===== config.mk =====
export PLATFORM = sky130hd
export DESIGN_NAME = hee_format
export DESIGN_NICKNAME = d
export VERILOG_FILES = /design/src/sv/hee_pkg.sv /design/src/sv/hee_format.sv
export SDC_FILE = /design/constraint.sdc
export NUM_CORES = 1
export LEC_CHECK = 0
export ABC_CLOCK_PERIOD_IN_PS = 1400
export BUFFER_PORTS_ARGS = -buffer_cell sky130_fd_sc_hd__clkbuf_2
export CORE_MARGIN = 5
export CORE_UTILIZATION = 55
export CTS_BUF_LIST = sky130_fd_sc_hd__clkbuf_4 sky130_fd_sc_hd__clkbuf_8
export DETAILED_ROUTE_END_ITERATION = 7
export GPL_TIMING_DRIVEN = 0
export PLACE_DENSITY = 0.87
export SETUP_SLACK_MARGIN = 0.1
export SYNTH_ARGS = -nofsm -noshare
export SYNTH_HDL_FRONTEND = slang
export SYNTH_SLANG_ARGS = --single-unit
export TNS_END_PERCENT = 100

===== constraint.sdc =====
create_clock -name clk -period 1.4 [get_ports clk]
set_input_delay 0.28 -clock clk [delete_from_list [all_inputs] [get_ports clk]]
set_output_delay 0.28 -clock clk [all_outputs]
set_load 0.01 [all_outputs]

===== src/sv/hee_pkg.sv =====
// ----------------------------------------------------------------------------
// hee_pkg
// Types and constants of the HTML entity encoder pipeline.
// ----------------------------------------------------------------------------
package hee_pkg;

	localparam int CP_W       = 21;
	localparam int NUM_DIGITS = 7;
	localparam int MAX_BYTES  = 10;
	localparam int LEN_W      = 4;

	// floor(x / 10) == (x * DIV10_MUL) >> DIV10_SHIFT for x < 2**22
	localparam logic [19:0] DIV10_MUL   = 20'hCCCCD;
	localparam int          DIV10_SHIFT = 23;

	localparam logic [CP_W-1:0] ASCII_MAX = 21'd127;

	localparam logic [7:0] CH_AMP  = 8'h26;
	localparam logic [7:0] CH_HASH = 8'h23;
	localparam logic [7:0] CH_SEMI = 8'h3B;
	localparam logic [7:0] CH_ZERO = 8'h30;
	localparam logic [7:0] CH_QUOT = 8'h22;
	localparam logic [7:0] CH_LT   = 8'h3C;
	localparam logic [7:0] CH_GT   = 8'h3E;

	localparam logic REG_ESCAPE_QUOTE = 1'b0;
	localparam logic REG_ESCAPE_TAGS  = 1'b1;

	typedef enum logic [2:0] {
		KIND_PLAIN,
		KIND_NUM,
		KIND_QUOT,
		KIND_LT,
		KIND_GT,
		KIND_AMP
	} kind_t;

	typedef struct packed {
		kind_t                      kind;
		logic [2:0]                 num_digits;
		logic [7:0]                 ch;
		logic [CP_W-1:0]            value;
		logic [NUM_DIGITS-1:0][3:0] digits;
	} item_t;

	typedef struct packed {
		logic [MAX_BYTES-1:0][7:0] bytes;
		logic [LEN_W-1:0]          len;
	} text_t;

endpackage


===== src/sv/hee_format.sv =====
// ----------------------------------------------------------------------------
// hee_format
// Builds the escaped byte string of one character and registers it.
// ----------------------------------------------------------------------------
module hee_format (
	input  logic           clk,
	input  logic           arst_n,
	input  logic           load,
	input  logic           in_valid,
	input  hee_pkg::item_t in_item,
	output logic           out_valid,
	output hee_pkg::text_t out_text
);

	hee_pkg::text_t next_text;
	logic           valid_q;
	hee_pkg::text_t text_q;

	always_comb begin
		logic [2:0] idx;
		idx       = '0;
		next_text = '0;
		case (in_item.kind)
			hee_pkg::KIND_NUM: begin
				next_text.bytes[0] = hee_pkg::CH_AMP;
				next_text.bytes[1] = hee_pkg::CH_HASH;
				for (int j = 0; j < hee_pkg::MAX_BYTES - 2; j++) begin
					idx = in_item.num_digits - 3'(j) - 3'd1;
					if (4'(j) < {1'b0, in_item.num_digits}) begin
						next_text.bytes[2+j] = hee_pkg::CH_ZERO | {4'b0, in_item.digits[idx]};
					end else if (4'(j) == {1'b0, in_item.num_digits}) begin
						next_text.bytes[2+j] = hee_pkg::CH_SEMI;
					end
				end
				next_text.len = {1'b0, in_item.num_digits} + 4'd3;
			end
			hee_pkg::KIND_QUOT: begin
				next_text.bytes[0] = hee_pkg::CH_AMP;
				next_text.bytes[1] = "q";
				next_text.bytes[2] = "u";
				next_text.bytes[3] = "o";
				next_text.bytes[4] = "t";
				next_text.bytes[5] = hee_pkg::CH_SEMI;
				next_text.len      = 4'd6;
			end
			hee_pkg::KIND_LT: begin
				next_text.bytes[0] = hee_pkg::CH_AMP;
				next_text.bytes[1] = "l";
				next_text.bytes[2] = "t";
				next_text.bytes[3] = hee_pkg::CH_SEMI;
				next_text.len      = 4'd4;
			end
			hee_pkg::KIND_GT: begin
				next_text.bytes[0] = hee_pkg::CH_AMP;
				next_text.bytes[1] = "g";
				next_text.bytes[2] = "t";
				next_text.bytes[3] = hee_pkg::CH_SEMI;
				next_text.len      = 4'd4;
			end
			hee_pkg::KIND_AMP: begin
				next_text.bytes[0] = hee_pkg::CH_AMP;
				next_text.bytes[1] = "a";
				next_text.bytes[2] = "m";
				next_text.bytes[3] = "p";
				next_text.bytes[4] = hee_pkg::CH_SEMI;
				next_text.len      = 4'd5;
			end
			default: begin
				next_text.bytes[0] = in_item.ch;
				next_text.len      = 4'd1;
			end
		endcase
	end

	always_ff @(posedge clk or negedge arst_n) begin
		if (!arst_n) begin
			valid_q <= 1'b0;
		end else if (load) begin
			valid_q <= in_valid;
		end
	end

	always_ff @(posedge clk) begin
		if (load) begin
			text_q <= next_text;
		end
	end

	assign out_valid = valid_q;
	assign out_text  = text_q;

endmodule


### Word-level counts from Yosys, hierarchy flattened

Cells that the tools add are included.

| word-level totals | value |
|---|---|
| input port bits | 67 |
| register bits | 85 |
| word-level logic and storage cells | 93 |
| output and inout bits | 85 |

| operators by class | value |
|---|---|
| add/subtract/negate cells | 13 |
| muxes and demuxes | 33 |
| reduce and logical (&&, ||, !) cells | 5 |
| bitwise logic cells | 1 |
| eq/ne operators | 12 |
| order comparisons | 14 |

Operators by type and width:

| kind | number |
|---|---|
| 24-bit one-hot mux with 5 select lines | 1 |
| 4-bit binary-select mux with 3-bit select | 7 |
| 6-bit 2-to-1 mux | 14 |
| 12-bit one-hot mux with 4 select lines | 1 |
| 3-bit by 4-bit < comparator with 1-bit output, second input constant | 7 |
| 4-bit 2-to-1 mux | 7 |
| 8-bit one-hot mux with 3 select lines | 1 |
| 3-bit by 1-bit subtractor with 3-bit output, second input constant | 7 |
| 8-bit one-hot mux with 2 select lines | 1 |
| 3-bit equality test, first input constant | 4 |
| 3-bit < comparator, first input constant | 3 |
| 3-bit subtractor, second input constant | 3 |
| 8-bit 2-to-1 mux | 1 |
| 2-bit OR reduction | 4 |
| 2-bit by 3-bit equality test with 1-bit output, first input constant | 2 |
| 3-bit by 2-bit equality test with 1-bit output, second input constant | 2 |
| 3-bit equality test, second input constant | 2 |
| 1-bit by 3-bit < comparator with 1-bit output, first input constant | 2 |
| 2-bit by 3-bit < comparator with 1-bit output, first input constant | 2 |
| 3-bit by 2-bit subtractor with 3-bit output, second input constant | 2 |
| 3-bit by 2-bit adder with 4-bit output, second input constant | 1 |
| 1-bit by 3-bit equality test with 1-bit output, first input constant | 1 |
| 3-bit by 1-bit equality test with 1-bit output, second input constant | 1 |
| 3-bit logical NOT | 1 |
| 1-bit inverter | 1 |

### Depth between registers and ports, before layout

| logic depth | value |
|---|---|
| depth in word-level cells | 6 |
| gate-level depth with buffers | 11 |

### Least setup slack after synthesis

OpenSTA, ideal clock, no wires.

| path | value |
|---|---|
| kind | input to register |
| from | input port in_item[57] (netlist bit) |
| to | register text_q (netlist bit out_text[30]) (data pin) |
| slack | -1342 ps |
| arrival | 2566 ps |
| cell stages on the path | 9 |
| required time | 1224 ps |
| cells stage by stage | buf_2 > inv_1 > buf_1 > ha_1 > buf_6 > xor2_4 > xor2_4 > mux4_2 > o32ai_1 |

RTL lines:

| what | RTL line | RTL |
|---|---|---|
| start: declaration | hee_format.sv:10 | `input hee_pkg::item_t in_item,` |
| end signal: assignment | hee_format.sv:85 | `text_q <= next_text;` |
| end: declaration | hee_format.sv:17 | `hee_pkg::text_t text_q;` |

==> reports/qor.yml <==
outcome:
  status: "finished with violations"
  violations: "setup timing"
placed_design:
  gp_congestion: 0.919
  hpwl_mm: 7.98
  pre_cts_ws_ns: -1.38
  port_buffers: 115
  dp.cells: 570
synth:
  ys.warnings.count: 0
  yosysMostFrequentCell: "edfxtp_1"
  ys.flop_type: "edfxtp_1"
  synth-edff-count: 59
  synthTopCellsByArea: "edfxtp_1 (44%), mux2i_1 (10%), mux4_2 (9.6%), buf_4 (4.9%), ha_1 (4.4%)"
  ys_seq_area_frac: 0.449
  syn_inst: 342
  yosys.area.top_type: "edfxtp_1"
  yosysTopAreaCellShare: 0.443
  async_flop_share: 0.0167
  syn_area_um2: 4000
  ys_types: 44
  ys_top_cells_by_count: "edfxtp_1 (59), mux2i_1 (41), buf_4 (26)"
  ys_ff_latch: 60
  syn_area_per_cell_um2: 11.7
sta:
  worst_pin_slew_ns: 0.821
  fin_tns_setup_ns: -13.57
  setup_ws_ns: -0.648
  slew_headroom: 0.453
  rsz0062_at_grt: "true"
  min_period_ns: 2.05
  max_freq_mhz: 488
  hold_viol: 0
  finalCritPeriodShare: 1.46
  whs_ns: 0.173
  setup_viol: 39
  slew_violations: 0
  fin_skew_ns: 0
pwr:
  cell_internal_pwr_mw: 4.31
  seqPwrFrac: 0.361
  power.net_switching_mw: 1.77
  vdd_drop_max_v: 0.000551
  p_sw_frac: 0.291
  comb_power_share: 0.316
  cellPowerDensity_nw_per_um2: 966
  pwr-share-clk: 0.323
  p_leak_nw: 2.71
  total_power_mw: 6.08
worst_setup_path:
  cp_cell_sequence: "clkbuf_16 > buf_12 > inv_8 > buf_12 > ha_4 > buf_8 > buf_8 > mux4_2 > nor2_1 > a21oi_1 > a311o_1"
  cpMaxStageDelayCell: "mux4_2"
  arrival_ns: 2.13
  crit_path_start: "in_item[57]"
  cpPeakStageDelay_ns: 0.36
  cp_top_family: "buffers and inverters"
  timing_worst_setup_path_type: "in2reg"
  cp_data_required_time_ns: 1.48
  cp-end-kind: "register"
  crit_buf_inv: 6
  start_kind: "input pin"
  regToRegStartpoint: "out_valid"
  crit_path_max_fanout: 6
floorplan:
  die_w_um: 95.3
  io_pins: 152
  dieArea_um2: 9080
  core_area_um2: 7180
  die_h_um: 95.3
  std_cell_rows: 31
  initial_core_util: 0.558
drt:
  via_per_inst: 6.23
  drc: 0
  vias: 3939
  ant_nets: 0
  drtIter0Drc: 385
  wl_per_cell_um: 22.9
  routed_wl_mm: 14.5
  dr.pass1.iters: 5
global_route:
  grt_pass1_wl_mm: 19.3
  grt_overflow: 0
  antenna_found_initial: 0
  grt_pass1_vias: 3587
  track_usage: 0.289
  grt_max_degree: 61
finish:
  syn2layout_area_growth_pct: 57.2
  fillerInstances: 326
  stdcell_count: 632
  drive_gt1_frac: 0.587
  nNetsFinal: 609
  diodes: 0
run:
  cap_violations: 0
clock_network:
  root_buffer: "clkbuf_8"
  cts_max_level: 3
  cts_tree: "done"
  clkLatencyLatePin_ns: 0.34
  cts_inserted_buffers: 9
  clkTransAtPathRegs_ns: 0.07
  clockBufferDepth: 2
  clock_sinks: 60
hold_path:
  min_from: "in_valid"
  min_path_type: "in2reg"
-- logic make-up (layout without fill, tap and decap cells) --
group | Yosys count | in the layout | synth area share
compound gates | 64 | 64 | 0.0960
xor+xnor | 2 | 2 | 0.0138
fa+ha+maj | 14 | 14 | 0.0438
buf+inv | 59 | 236 | 0.0847
flops | 60 | 60 | 0.449
mux | 60 | 60 | 0.204
other cells | 1 | 15 | 0.000937
simple gates | 82 | 82 | 0.108
-- per-stage QoR --
stage | util | cell area, um2
after floorplan | - | 4220
after global placement | 0.686 | 4920
after detailed placement | 0.686 | 4920
after CTS | 0.830 | 5950
after global routing | 0.877 | 6290
final | 0.877 | 6290
-- flip-flops by register name, summed over array words and instances (netlist names) --
signal	flops
out_text	59
out_valid	1
-- per-layer routing --
layer | vias to the layer above | GRT usage | routed length (um)
li1 | 1619 | - | -
met1 | 1861 | 0.346 | 4850
met2 | 357 | 0.503 | 7050
met3 | 102 | 0.0655 | 1580
met4 | 0 | 0.112 | 1000
met5 | - | 0 | 0
-- power groups by stage --
stage	registers, mW	logic, mW	clock network (mW)
floorplan	2.30	0.740	0
global placement	2.22	1.26	0
detailed placement	2.23	1.28	0
CTS	2.19	1.63	1.94
global route	2.20	2.00	2.07
finish	2.19	1.92	1.96
-- cell usage in the layout (no fill, tap or decap), types with 4 or more instances in the layout --
cell and n:
nand3_1 8, nand2b_1 11, and2_1 5, edfxtp_1 59, mux4_2 17, mux2i_4 8, nand2_1 11, buf_12 11
clkbuf_4 5, nor2_1 10, nand2_2 4, a21oi_1 14, mux2i_2 6, buf_6 23, a21oi_2 6, o21ai_2 7
conb_1 15, inv_1 5, clkbuf_8 10, ha_4 6, clkbuf_2 106, ha_1 8, o211ai_1 4, mux2i_1 27
o21ai_1 8, buf_4 44, buf_8 11, nand3b_1 5, nor3_1 7
-- worst paths after layout --
path	end	slack [ns]	cells past startpoint
max	out_text[20]	-0.65	11
min	out_valid	0.17	2
max reg2reg	out_valid	0.64	1
min reg2reg	out_valid	0.53	1
max in group asynchronous	out_valid	1.08	2
min in group asynchronous	out_valid	0.24	2
-- layout make-up --
cell class | instances | area [um2] | area share
clock buffer | 10 | 138 | 0.0219
sequential | 60 | 1800 | 0.286
buffer | 45 | 492 | 0.0781
clock inverter | 6 | 111 | 0.0177
timing repair buffer | 164 | 1200 | 0.191
multi-input combinational | 237 | 2360 | 0.374
inverter | 11 | 70.1 | 0.0111
tap | 99 | 124 | 0.0197
-- what timing repair did --
action	in CTS	in global routing
gates cloned	4	1
pin swaps	32	21
setup endpoints to repair	115	57
setup buffers	34	13
hold endpoints to repair	1	0
gates resized for setup	109	76
hold buffers	1	0
Note: power is estimated with default switching activity, not from simulation.
