**config.mk**
```make
export PLATFORM = sky130hd
export DESIGN_NAME = hee_emitter
export DESIGN_NICKNAME = d
export VERILOG_FILES = /design/src/sv/hee_pkg.sv /design/src/sv/hee_emitter.sv
export SDC_FILE = /design/constraint.sdc
export NUM_CORES = 1
export LEC_CHECK = 0
export ABC_AREA = 1
export ABC_CLOCK_PERIOD_IN_PS = 6900
export BUFFER_PORTS_ARGS = -buffer_cell sky130_fd_sc_hd__buf_2
export CORE_ASPECT_RATIO = 1.4
export CORE_UTILIZATION = 50
export CTS_CLUSTER_DIAMETER = 100
export CTS_CLUSTER_SIZE = 24
export DETAILED_ROUTE_END_ITERATION = 6
export GPL_TIMING_DRIVEN = 0
export PLACE_DENSITY = 0.83
export REMOVE_ABC_BUFFERS = 1
export SETUP_SLACK_MARGIN = 0.5
export SLEW_MARGIN = 15
export SYNTH_ARGS = -nofsm -noshare
export SYNTH_HDL_FRONTEND = slang
export SYNTH_SLANG_ARGS = --single-unit
```
**constraint.sdc**
```tcl
create_clock -name clk -period 6.9 [get_ports clk]
set_clock_uncertainty 0.2 [all_clocks]
set_input_delay 1.38 -clock clk [delete_from_list [all_inputs] [get_ports clk]]
set_output_delay 1.38 -clock clk [all_outputs]
set_load 0.02 [all_outputs]
```
**src/sv/hee_pkg.sv**
```systemverilog
// ----------------------------------------------------------------------------
// hee_pkg
// Types and constants of the HTML entity encoder pipeline.
// ----------------------------------------------------------------------------
package hee_pkg;

	localparam int CP_W       = 21;
	localparam int NUM_DIGITS = 7;
	localparam int MAX_BYTES  = 10;
	localparam int LEN_W      = 4;

	// floor(x / 10) == (x * DIV10_MUL) >> DIV10_SHIFT for x < 2**22
	localparam logic [19:0] DIV10_MUL   = 20'hCCCCD;
	localparam int          DIV10_SHIFT = 23;

	localparam logic [CP_W-1:0] ASCII_MAX = 21'd127;

	localparam logic [7:0] CH_AMP  = 8'h26;
	localparam logic [7:0] CH_HASH = 8'h23;
	localparam logic [7:0] CH_SEMI = 8'h3B;
	localparam logic [7:0] CH_ZERO = 8'h30;
	localparam logic [7:0] CH_QUOT = 8'h22;
	localparam logic [7:0] CH_LT   = 8'h3C;
	localparam logic [7:0] CH_GT   = 8'h3E;

	localparam logic REG_ESCAPE_QUOTE = 1'b0;
	localparam logic REG_ESCAPE_TAGS  = 1'b1;

	typedef enum logic [2:0] {
		KIND_PLAIN,
		KIND_NUM,
		KIND_QUOT,
		KIND_LT,
		KIND_GT,
		KIND_AMP
	} kind_t;

	typedef struct packed {
		kind_t                      kind;
		logic [2:0]                 num_digits;
		logic [7:0]                 ch;
		logic [CP_W-1:0]            value;
		logic [NUM_DIGITS-1:0][3:0] digits;
	} item_t;

	typedef struct packed {
		logic [MAX_BYTES-1:0][7:0] bytes;
		logic [LEN_W-1:0]          len;
	} text_t;

endpackage

```
**src/sv/hee_emitter.sv**
```systemverilog
// ----------------------------------------------------------------------------
// hee_emitter
// Output register: sends the bytes of one string, one per request.
// ----------------------------------------------------------------------------
module hee_emitter (
	input  logic           clk,
	input  logic           arst_n,
	input  logic           in_valid,
	input  hee_pkg::text_t in_text,
	output logic           take,
	output logic           m_tvalid,
	input  logic           m_tready,
	output logic [7:0]     m_tdata,
	output logic           m_tlast
);

	logic                      valid_q;
	logic [hee_pkg::MAX_BYTES-1:0][7:0] bytes_q;
	logic [hee_pkg::LEN_W-1:0] len_q;
	logic [hee_pkg::LEN_W-1:0] pos_q;
	logic                      last;

	assign last = (pos_q == len_q - 4'd1);
	assign take = !valid_q || (m_tready && last);

	always_ff @(posedge clk or negedge arst_n) begin
		if (!arst_n) begin
			valid_q <= 1'b0;
			pos_q   <= '0;
		end else if (take) begin
			valid_q <= in_valid;
			pos_q   <= '0;
		end else if (m_tready) begin
			pos_q <= pos_q + 4'd1;
		end
	end

	always_ff @(posedge clk) begin
		if (take) begin
			bytes_q <= in_text.bytes;
			len_q   <= in_text.len;
		end
	end

	assign m_tvalid = valid_q;
	assign m_tdata  = bytes_q[pos_q];
	assign m_tlast  = last;

endmodule

```
# After elaboration in Yosys (flattened, before gate mapping)
# Cells that the tools add are included.
# word_totals
regBits,89
in_bits,88
out_inout_bits,11
elab_cells,25
# classes
add_sub_neg,2
magnitude_cmp,1
n_eq_ne,1
n_mux,4
reduce_logical,4
# ops
operator,n
$bmux W8 S4,1
$mux W4,2
$mux W8,1
$lt A4 B5 Y1 const B,1
$add A4 B1 Y4 const B,1
$eq A4 B4 Y1,1
$sub A4 B1 Y4 const B,1
$reduce_bool A2 Y1,1
$logic_and A1 B1 Y1,1
$logic_not A1 Y1,1
$logic_or A1 B1 Y1,1

# Logic depth before layout (Yosys ltp)
# Gate-level depths: netlist of run 1.
# logic_depth
ltp_word,5
depth_mapped,10
depth_no_buf,10

# Worst setup path before layout of run 1
# Ideal clock, no wire load.
# synth_timing
path_type,input to output
startpoint,input m_tready
endpoint,output take
t_arrival_ns,2.170
required_time_ns,5.320
slack_ns,3.150
path_stages,2
path_buffers,0
cell_sequence,nand4_2 > nand2_4
# synth_via
elab_chain_len,2
# synth_lines
item,line,text
from (decl),hee_emitter.sv:12,"input logic m_tready,"
$logic_and A1 B1 Y1,hee_emitter.sv:24,assign take = !valid_q || (m_tready && last);
$logic_or A1 B1 Y1,hee_emitter.sv:24,
to (decl),hee_emitter.sv:10,"output logic take,"
# No other way between the ends.

# Final worst setup path of run 1
# layout_timing
startpoint,register pos_q[0] (netlist bit)
endpoint,output take
# layout_via
elab_chain_len,3
# layout_lines
item,line,text
from (decl),hee_emitter.sv:20,logic [hee_pkg::LEN_W-1:0] pos_q;
from (signal assigned),hee_emitter.sv:34,pos_q <= pos_q + 4'd1;
$eq A4 B4 Y1,hee_emitter.sv:23,assign last = (pos_q == len_q - 4'd1);
$logic_and A1 B1 Y1,hee_emitter.sv:24,
$logic_or A1 B1 Y1,hee_emitter.sv:24,
# No other way between the ends.

==> results.cfg, run 1 <==
[run_status]
outcome = complete, no violations

[critical_path]
reg2reg_to = bytes_q[45]
ff2ff_path_depth = 6
worst_setup_path_end_kind = primary output
cp-start-kind = flip-flop
critPathMaxFanout = 88
crit_required_ns = 5.32
r2r_start = pos_q[0]
critPathKind = flip-flop to primary output
r2r_setup_slack_ns = 3.67
worstPathArrival_ns = 3.32

[floorplanning]
start_util_pct = 52.6
num_io_pins = 99
die-area_mm2 = 0.00780
dieHeight_um = 104
rows = 36
dieWidth_um = 74.9
core_region_area_mm2 = 0.00707

[logic_synthesis]
synth_compound_area_share_pct = 7.53
netlist_area_mm2 = 0.00372
synthSimpleGateAreaFrac_pct = 15.7
synthMuxAreaShare_pct = 0
synth_top_family_by_area = simple AND/OR/NAND/NOR gates
synthDistinctLibCells = 25
synth.yosys.seq_area_share_pct = 71.1
avgSynthCellArea_um2 = 12.3
synth_fa_ha_area_share_pct = 0.672
synth_xor_area_share_pct = 0.706
syn_inst = 303
synth.largest_area_cell = edfxtp_1
synth_top_area_share_pct = 67.8
synth_area_leaders = edfxtp_1 (68%), nand2_1 (6.1%), nor2_1 (4.9%)
synth_warnings = 0
synth-seq-cells = 89

[sta]
setup_ws_ns = 2.00
max_freq_mhz = 204
relSlewSlack_pct = 26.9
rsz0062_at_grt = no
final.period_utilization_pct = 71.0
finalSetupViolCount = 0
drv_slew = 0
hold_violations = 0
final.setup.tns_ns = 0
fin_crit_ns = 4.90
holdWs_ns = 0.432
worst_pin_slew_ns = 1.10

[clock_tree]
clockBufferDepth = 2
ctsHtreeMaxLevel = 3
clock_sinks = 89
clockRootBuffer = clkbuf_8
cts.clk_slew.worst_paths_ns = 0.08
clock_latency_ns = 0.35
post-cts-setup-buffers = 0
tritoncts = done
cts_hold_buf = 0
postCtsResizedCells = 0
cts_buffers = 9

[min_path]
hold_class = flip-flop to flip-flop
holdPathEnd = pos_q[0]
hold_path_depth = 2
worstHoldStart = m_tvalid

[final_layout]
seq_area_mm2 = 0.00265
area_growth_pct = 18.5
layout_common_cells = buf_2 (98), edfxtp_1 (84), nand2_1 (60), nor2_1 (49), o21ai_0 (17)
multi_input_area_um2 = 915
fin_nets = 487
layout-drive-gt1-share_pct = 32.1
layout_commonest_cell = buf_2
fill_cells = 579
diodes = 0

[job]
max_cap_viol_count = 0

[placed_design]
io_buffers = 98
dp_hpwl_um = 4600
place_congestion = 0.794
pre_cts_slack_ns = 2.36

[power_and_ir_drop]
powerDensity_mw_per_mm2 = 366
leakagePower_nw = 1.76
ir_drop_mv = 0.206

[detailed_routing]
wire_per_inst_um = 14.4
drt_wl_total_um = 7150
vias_per_cell = 5.05
drcViolationCount = 0
antenna_left = 0
drt_iter0_markers = 139
vias = 2512
dr.pass1.iters = 4

[grt]
grt_overflow_total = 0
grt_pass1_wl_um = 11000
grt_max_degree = 89
grt_pass1_vias = 2431
grt_usage_pct = 19.6
antenna_found_initial = 0
## worst max path at each step
stage                         from   end  slack, ns  depth (start not counted)
after floorplan           pos_q[0]  take       2.98                          6
after global placement    pos_q[0]  take       1.85                          7
after detailed placement  pos_q[0]  take       2.36                          7
after CTS                 pos_q[0]  take       1.96                          7
after global routing      pos_q[0]  take       1.71                          7
final                     pos_q[0]  take       2.00                          7
## cell type report
type | count | area share (%)
Clock buffer | 10 | 2.90
Clock inverter | 6 | 1.33
Inverter | 12 | 1.08
Multi-Input combinational cell | 187 | 20.7
Sequential cell | 89 | 60.1
Tap cell | 95 | 2.70
Timing Repair Buffer | 98 | 11.1
## through the flow
step / utilization [%] / area, um^2 / cells / power, mW
floorplan: - / 3610 / 288 / 1.11
finish: 62.3 / 4410 / 497 / 1.62
detailed placement: 59.7 / 4220 / 481 / 1.30
global placement: 59.7 / 4220 / 481 / 1.29
CTS: 62.3 / 4410 / 497 / 1.63
global route: 62.3 / 4410 / 497 / 1.72
## flip-flops by register name, indices dropped and copies added, names as in the netlist
| signal | flops |
|---|---|
| m_tvalid | 1 |
| len_q | 4 |
| bytes_q | 80 |
| pos_q | 4 |
## per-layer routing
layer  share of wire [%]  track usage, %  vias up
met3                 5.2            4.84       22
li1                    -               -     1249
met2                  52            32.8       88
met1                  39            22.2     1153
met5                   0               0        -
met4                 3.3            10.6        0
## cell usage after synthesis (all sizes together)
library cell,count
edfxtp,84
nand2,65
nor2,52
o21ai,32
o211ai,16
buf,15
inv,12
nand3,11
dfrtp,5
nand4,4
ha,2
xor2,2
nor3,1
or2,1
xnor2,1
## cell families (layout without fill, tap and decap cells)
family / Yosys count / count (layout)
buffers and inverters: 27 / 126
adders and majority gates: 2 / 2
xor gates and xnor gates: 3 / 3
AOI/OAI and AO/OA: 48 / 48
and+or+nand+nor: 134 / 134
DFF: 89 / 89
## critical path, cell delays in order, from the launching register on
cell and delay, ns:
dfrtp_2 0.91, inv_4 0.36, nand2_1 0.14, nand2_1 0.07, nor2_2 0.16, nand4_2 0.14, nand2_4 0.80, buf_2 0.32
## power by group
part	switching (mW)	internal (mW)	total [mW]	leakage (nW)
sequential	0.104	0.688	0.792	0.818
clock	0.167	0.165	0.332	0.0897
combinational	0.318	0.173	0.492	0.854
(Power assumes the default switching activity.)
==> inputs of run 2 (changes only) <==
- ABC_CLOCK_PERIOD_IN_PS: 6900 -> 4770
- clock period: 6.9 -> 4.77 ns (I/O delays scaled with it)
==> results.cfg, run 2 (synthesized netlist as in run 1, its figures left out) <==
[run_status]
outcome = complete, no violations

[clock_tree]
clock_latency_ns = 0.35
tritoncts = done
cts_hold_buf = 0
cts.clk_slew.worst_paths_ns = 0.08
ctsHtreeMaxLevel = 3
clockBufferDepth = 2
clock_sinks = 89
cts_buffers = 9
clockRootBuffer = clkbuf_8

[sta]
max_freq_mhz = 256
holdWs_ns = 0.206
hold_violations = 0
final.setup.tns_ns = 0
finalSetupViolCount = 0
worst_pin_slew_ns = 0.709
setup_ws_ns = 0.869
drv_slew = 0
relSlewSlack_pct = 52.8
rsz0062_at_grt = no
final.period_utilization_pct = 81.8
fin_crit_ns = 3.90

[floorplanning]
start_util_pct = 52.6
rows = 36
dieHeight_um = 104
die-area_mm2 = 0.00780
core_region_area_mm2 = 0.00707
num_io_pins = 99
dieWidth_um = 74.9

[critical_path]
crit_required_ns = 3.62
critPathTopFamily = simple AND/OR/NAND/NOR gates
worst_setup_path_end_kind = primary output
worstPathArrival_ns = 2.75
cpMostUsedCell = nand2_1
critPathMaxFanout = 88
critPathKind = flip-flop to primary output
cp-start-kind = flip-flop
crit_path_max_incr_delay_ns = 0.74
crit_chain = inv_4 > nand2_1 > nand2_1 > nor2_2 > nand4_2 > nand2_8 > buf_2
critical_path_buf_inv_count = 2
crit_path_top_delay_cell = dfrtp_4

[min_path]
hold_class = input pin to async pin

[detailed_routing]
dr.pass1.iters = 6
drt_iter0_markers = 97
drcViolationCount = 0
vias_per_cell = 5.05
antenna_left = 0
drt_wl_total_um = 7140
vias = 2511
wire_per_inst_um = 14.4

[final_layout]
regMostFlops = bytes_q
final_util_pct = 62.5
fin_nets = 487
fill_cells = 578
layout_commonest_cell = buf_2
layout_common_cells = buf_2 (98), edfxtp_1 (84), nand2_1 (60), nor2_1 (49), o21ai_0 (17)
layout-drive-gt1-share_pct = 32.1
diodes = 0
largest_reg_flops = 80
fin_area_mm2 = 0.00442
area_growth_pct = 18.8
top_regs = bytes_q x80, len_q x4, pos_q x4

[placed_design]
place_congestion = 0.794
io_buffers = 98
dp_hpwl_um = 4600
pre_cts_slack_ns = 0.659
placed_cell_area_mm2 = 0.00422

[power_and_ir_drop]
clkPwrFrac_pct = 20.5
ir_drop_mv = 0.297
p_sw_mw = 0.851
p_int_mw = 1.48
p_sw_share_pct = 36.4
seq_power_share_pct = 49.0
leakagePower_nw = 1.76
powerDensity_mw_per_mm2 = 528
power_frac_comb_pct = 30.5

[grt]
grt.met3_usage_pct = 4.84
grt_pass1_vias = 2422
met2_usage_pct = 33.1
grt_overflow_total = 0
grt_pass1_wl_um = 11000
grt_max_degree = 89
met1_usage_pct = 22.3
antenna_found_initial = 0
gr-max-usage-layer = met2
grt_usage_pct = 19.7

[job]
max_cap_viol_count = 0
## run 2: worst paths after layout
path                       cells after the start     start           to  slack, ns
setup / recovery                               7  pos_q[0]         take       0.87
hold / removal                                 1    arst_n     pos_q[1]       0.21
setup reg to reg                               6  pos_q[0]  bytes_q[45]       2.08
hold reg to reg                                2  pos_q[3]     pos_q[3]       0.45
max in group asynchronous                      1    arst_n     pos_q[0]       4.01
min in group clk                               2  pos_q[3]     pos_q[3]       0.45
## run 2: metrics by stage
step	std cells	power, mW
after floorplan	288	1.61
after global placement	481	1.86
after detailed placement	481	1.88
after CTS	497	2.36
after global routing	497	2.49
final	497	2.33
## run 2: layer usage
| metal | vias up | part of all wire (%) |
|---|---|---|
| li1 | 1249 | - |
| met1 | 1156 | 39 |
| met2 | 86 | 53 |
| met3 | 20 | 4.5 |
| met4 | 0 | 3.1 |
| met5 | - | 0 |
## run 2: cell type report
class                      instances  area (um^2)  share of cell area (%)
sequential                        89         2650                    60.0
clock buffer                      10          128                    2.89
inverter                          12         47.5                    1.08
tap                               95          119                    2.69
timing repair buffer              98          490                    11.1
clock inverter                     6         58.8                    1.33
multi-input combinational        187          923                    20.9
## run 2: timing repair
action | 4_1_cts | 5_1_grt
setup endpoints to repair | 1 | 1
gates cloned | 0 | 0
buffers inserted | 0 | 0
gates resized for setup | 1 | 1
## run 2: worst register-to-register path, cell delays in order, from the launching register on
cell and delay [ns]:
dfrtp_4 0.74, inv_4 0.30, nand2_1 0.13, nand2_1 0.06
nor2_2 0.16, nand4_2 0.18, nand2_8 0.51
## run 2: power by group through the flow
stage	Sequential, mW	Clock, mW	Combinational (mW)
after detailed placement	1.16	0	0.721
after CTS	1.15	0.495	0.725
after global placement	1.16	0	0.704
after floorplan	1.10	0	0.506
after global routing	1.16	0.522	0.802
final	1.14	0.479	0.712
==> inputs of run 3 (changes only) <==
- ABC_CLOCK_PERIOD_IN_PS: 4770 -> 3670
- clock period: 4.77 -> 3.67 ns (I/O delays scaled with it)
==> results.cfg, run 3 (synthesized netlist as in run 1, its figures left out) <==
[min_path]
hold_class = input pin to flip-flop
worstHoldStart = in_text[83]

[grt]
grt_pass1_vias = 2502
grt_overflow_total = 0
grt_pass1_wl_um = 12000
grt_usage_pct = 21.8
grt_max_degree = 45
antenna_found_initial = 0

[critical_path]
crit_path_top_delay_cell = edfxtp_1
critPathKind = flip-flop to primary output
crit_chain = inv_2 > ha_1 > xnor2_1 > nor2_2 > nand4_4 > nand2_8 > buf_2
worstPathArrival_ns = 2.11
r2r_start = len_q[0]
crit_required_ns = 2.74
critPathTopFamily = simple AND/OR/NAND/NOR gates
worst_setup_path_end_kind = primary output
critPathMaxFanout = 11
critPathLaunch = len_q[0]
cp-start-kind = flip-flop
critical_path_buf_inv_count = 2
crit_path_max_incr_delay_ns = 0.42

[detailed_routing]
vias = 2606
drcViolationCount = 0
drt_wl_total_um = 7910
drt_iter0_markers = 117
dr.pass1.iters = 4
wire_per_inst_um = 15.6
antenna_left = 0
vias_per_cell = 5.15

[clock_tree]
clockRootBuffer = clkbuf_8
clock_latency_ns = 0.35
tritoncts = done
ctsHtreeMaxLevel = 3
cts.clk_slew.worst_paths_ns = 0.09
clockBufferDepth = 2
clock_sinks = 89
cts_buffers = 9

[final_layout]
multi_input_area_um2 = 966
layout-drive-gt1-share_pct = 33.6
final_util_pct = 64.0
fin_nets = 496
regMostFlops = bytes_q
top_regs = bytes_q x80, len_q x4, pos_q x4
layout_common_cells = buf_2 (98), edfxtp_1 (84), nand2_1 (60), nor2_1 (49), o21ai_0 (17)
largest_reg_flops = 80
diodes = 0
area_growth_pct = 21.7
seq_area_mm2 = 0.00266
fill_cells = 565
layout_commonest_cell = buf_2

[power_and_ir_drop]
finalPower_mw = 3.15
leakagePower_nw = 1.82
ir_drop_mv = 0.386
powerDensity_mw_per_mm2 = 695

[sta]
finalSetupViolCount = 0
final.setup.tns_ns = 0
worst_pin_slew_ns = 0.609
fin_crit_ns = 3.04
hold_violations = 0
relSlewSlack_pct = 59.4
rsz0062_at_grt = no
max_freq_mhz = 329
drv_slew = 0
final.period_utilization_pct = 82.9
holdWs_ns = 0.346

[placed_design]
place_congestion = 0.794
io_buffers = 98
dp_hpwl_um = 4600

[floorplanning]
start_util_pct = 52.6
core_region_area_mm2 = 0.00707
die-area_mm2 = 0.00780
dieHeight_um = 104
rows = 36
num_io_pins = 99
dieWidth_um = 74.9

[job]
max_cap_viol_count = 0

[run_status]
outcome = complete, no violations
==> run 3: where the power goes <==
group          internal [mW]  leakage (nW)  total [mW]  switching, mW
sequential              1.30         0.817        1.45          0.151
combinational          0.373         0.910        1.07          0.700
clock                  0.310        0.0897       0.627          0.317
==> run 3: path summary, 6_finish.rpt <==
kind | endpoint | slack (ns) | cells past startpoint
worst max-delay path | take | 0.63 | 7
worst min-delay path | bytes_q[79] | 0.35 | 1
worst max register to register | bytes_q[2] | 1.21 | 6
worst min register to register | pos_q[3] | 0.47 | 2
max in group asynchronous | pos_q[0] | 2.60 | 2
min in group asynchronous | pos_q[1] | 0.52 | 2
==> run 3: routing by layer <==
metal	part of all wire (%)	global-route usage [%]	vias up
li1	-	-	1270
met1	40	24.9	1225
met2	53	36.9	90
met3	4.0	4.94	21
met4	2.9	11.5	0
met5	0	0	-
==> run 3: cell type report <==
class / instances / share of cell area [%]
repair buffers: 104 / 12.1
well taps: 95 / 2.63
multi-input cells: 190 / 21.3
clock inverters: 6 / 1.30
clock buffers: 10 / 2.82
inverters: 12 / 1.11
flip-flops and latches: 89 / 58.7
==> run 3: worst reg2reg max path: stages (launching register included) <==
cell      delay, ns
edfxtp_1       0.42
inv_2          0.09
ha_1           0.24
xnor2_1        0.14
nor2_2         0.19
nand4_4        0.26
nand2_4        0.54
==> run 3: per-stage QoR <==
| step | cells | cell area (um^2) | setup slack (ns) |
|---|---|---|---|
| 3_3_place_gp | 481 | 4220 | -0.734 |
| 6_report | 506 | 4530 | 0.628 |
| 3_5_place_dp | 481 | 4220 | -0.221 |
| 5_1_grt | 506 | 4530 | 0.515 |
| 2_1_floorplan | 288 | 3610 | 0.392 |
| 4_1_cts | 503 | 4500 | 0.518 |
==> run 3: what timing repair did <==
item,CTS,global route
pin swaps,1,0
gates resized for setup,6,1
endpoints found under the setup margin,94,1
hold buffers,1,0
buffers inserted,2,3
hold endpoints to repair,5,0
cloned,3,0
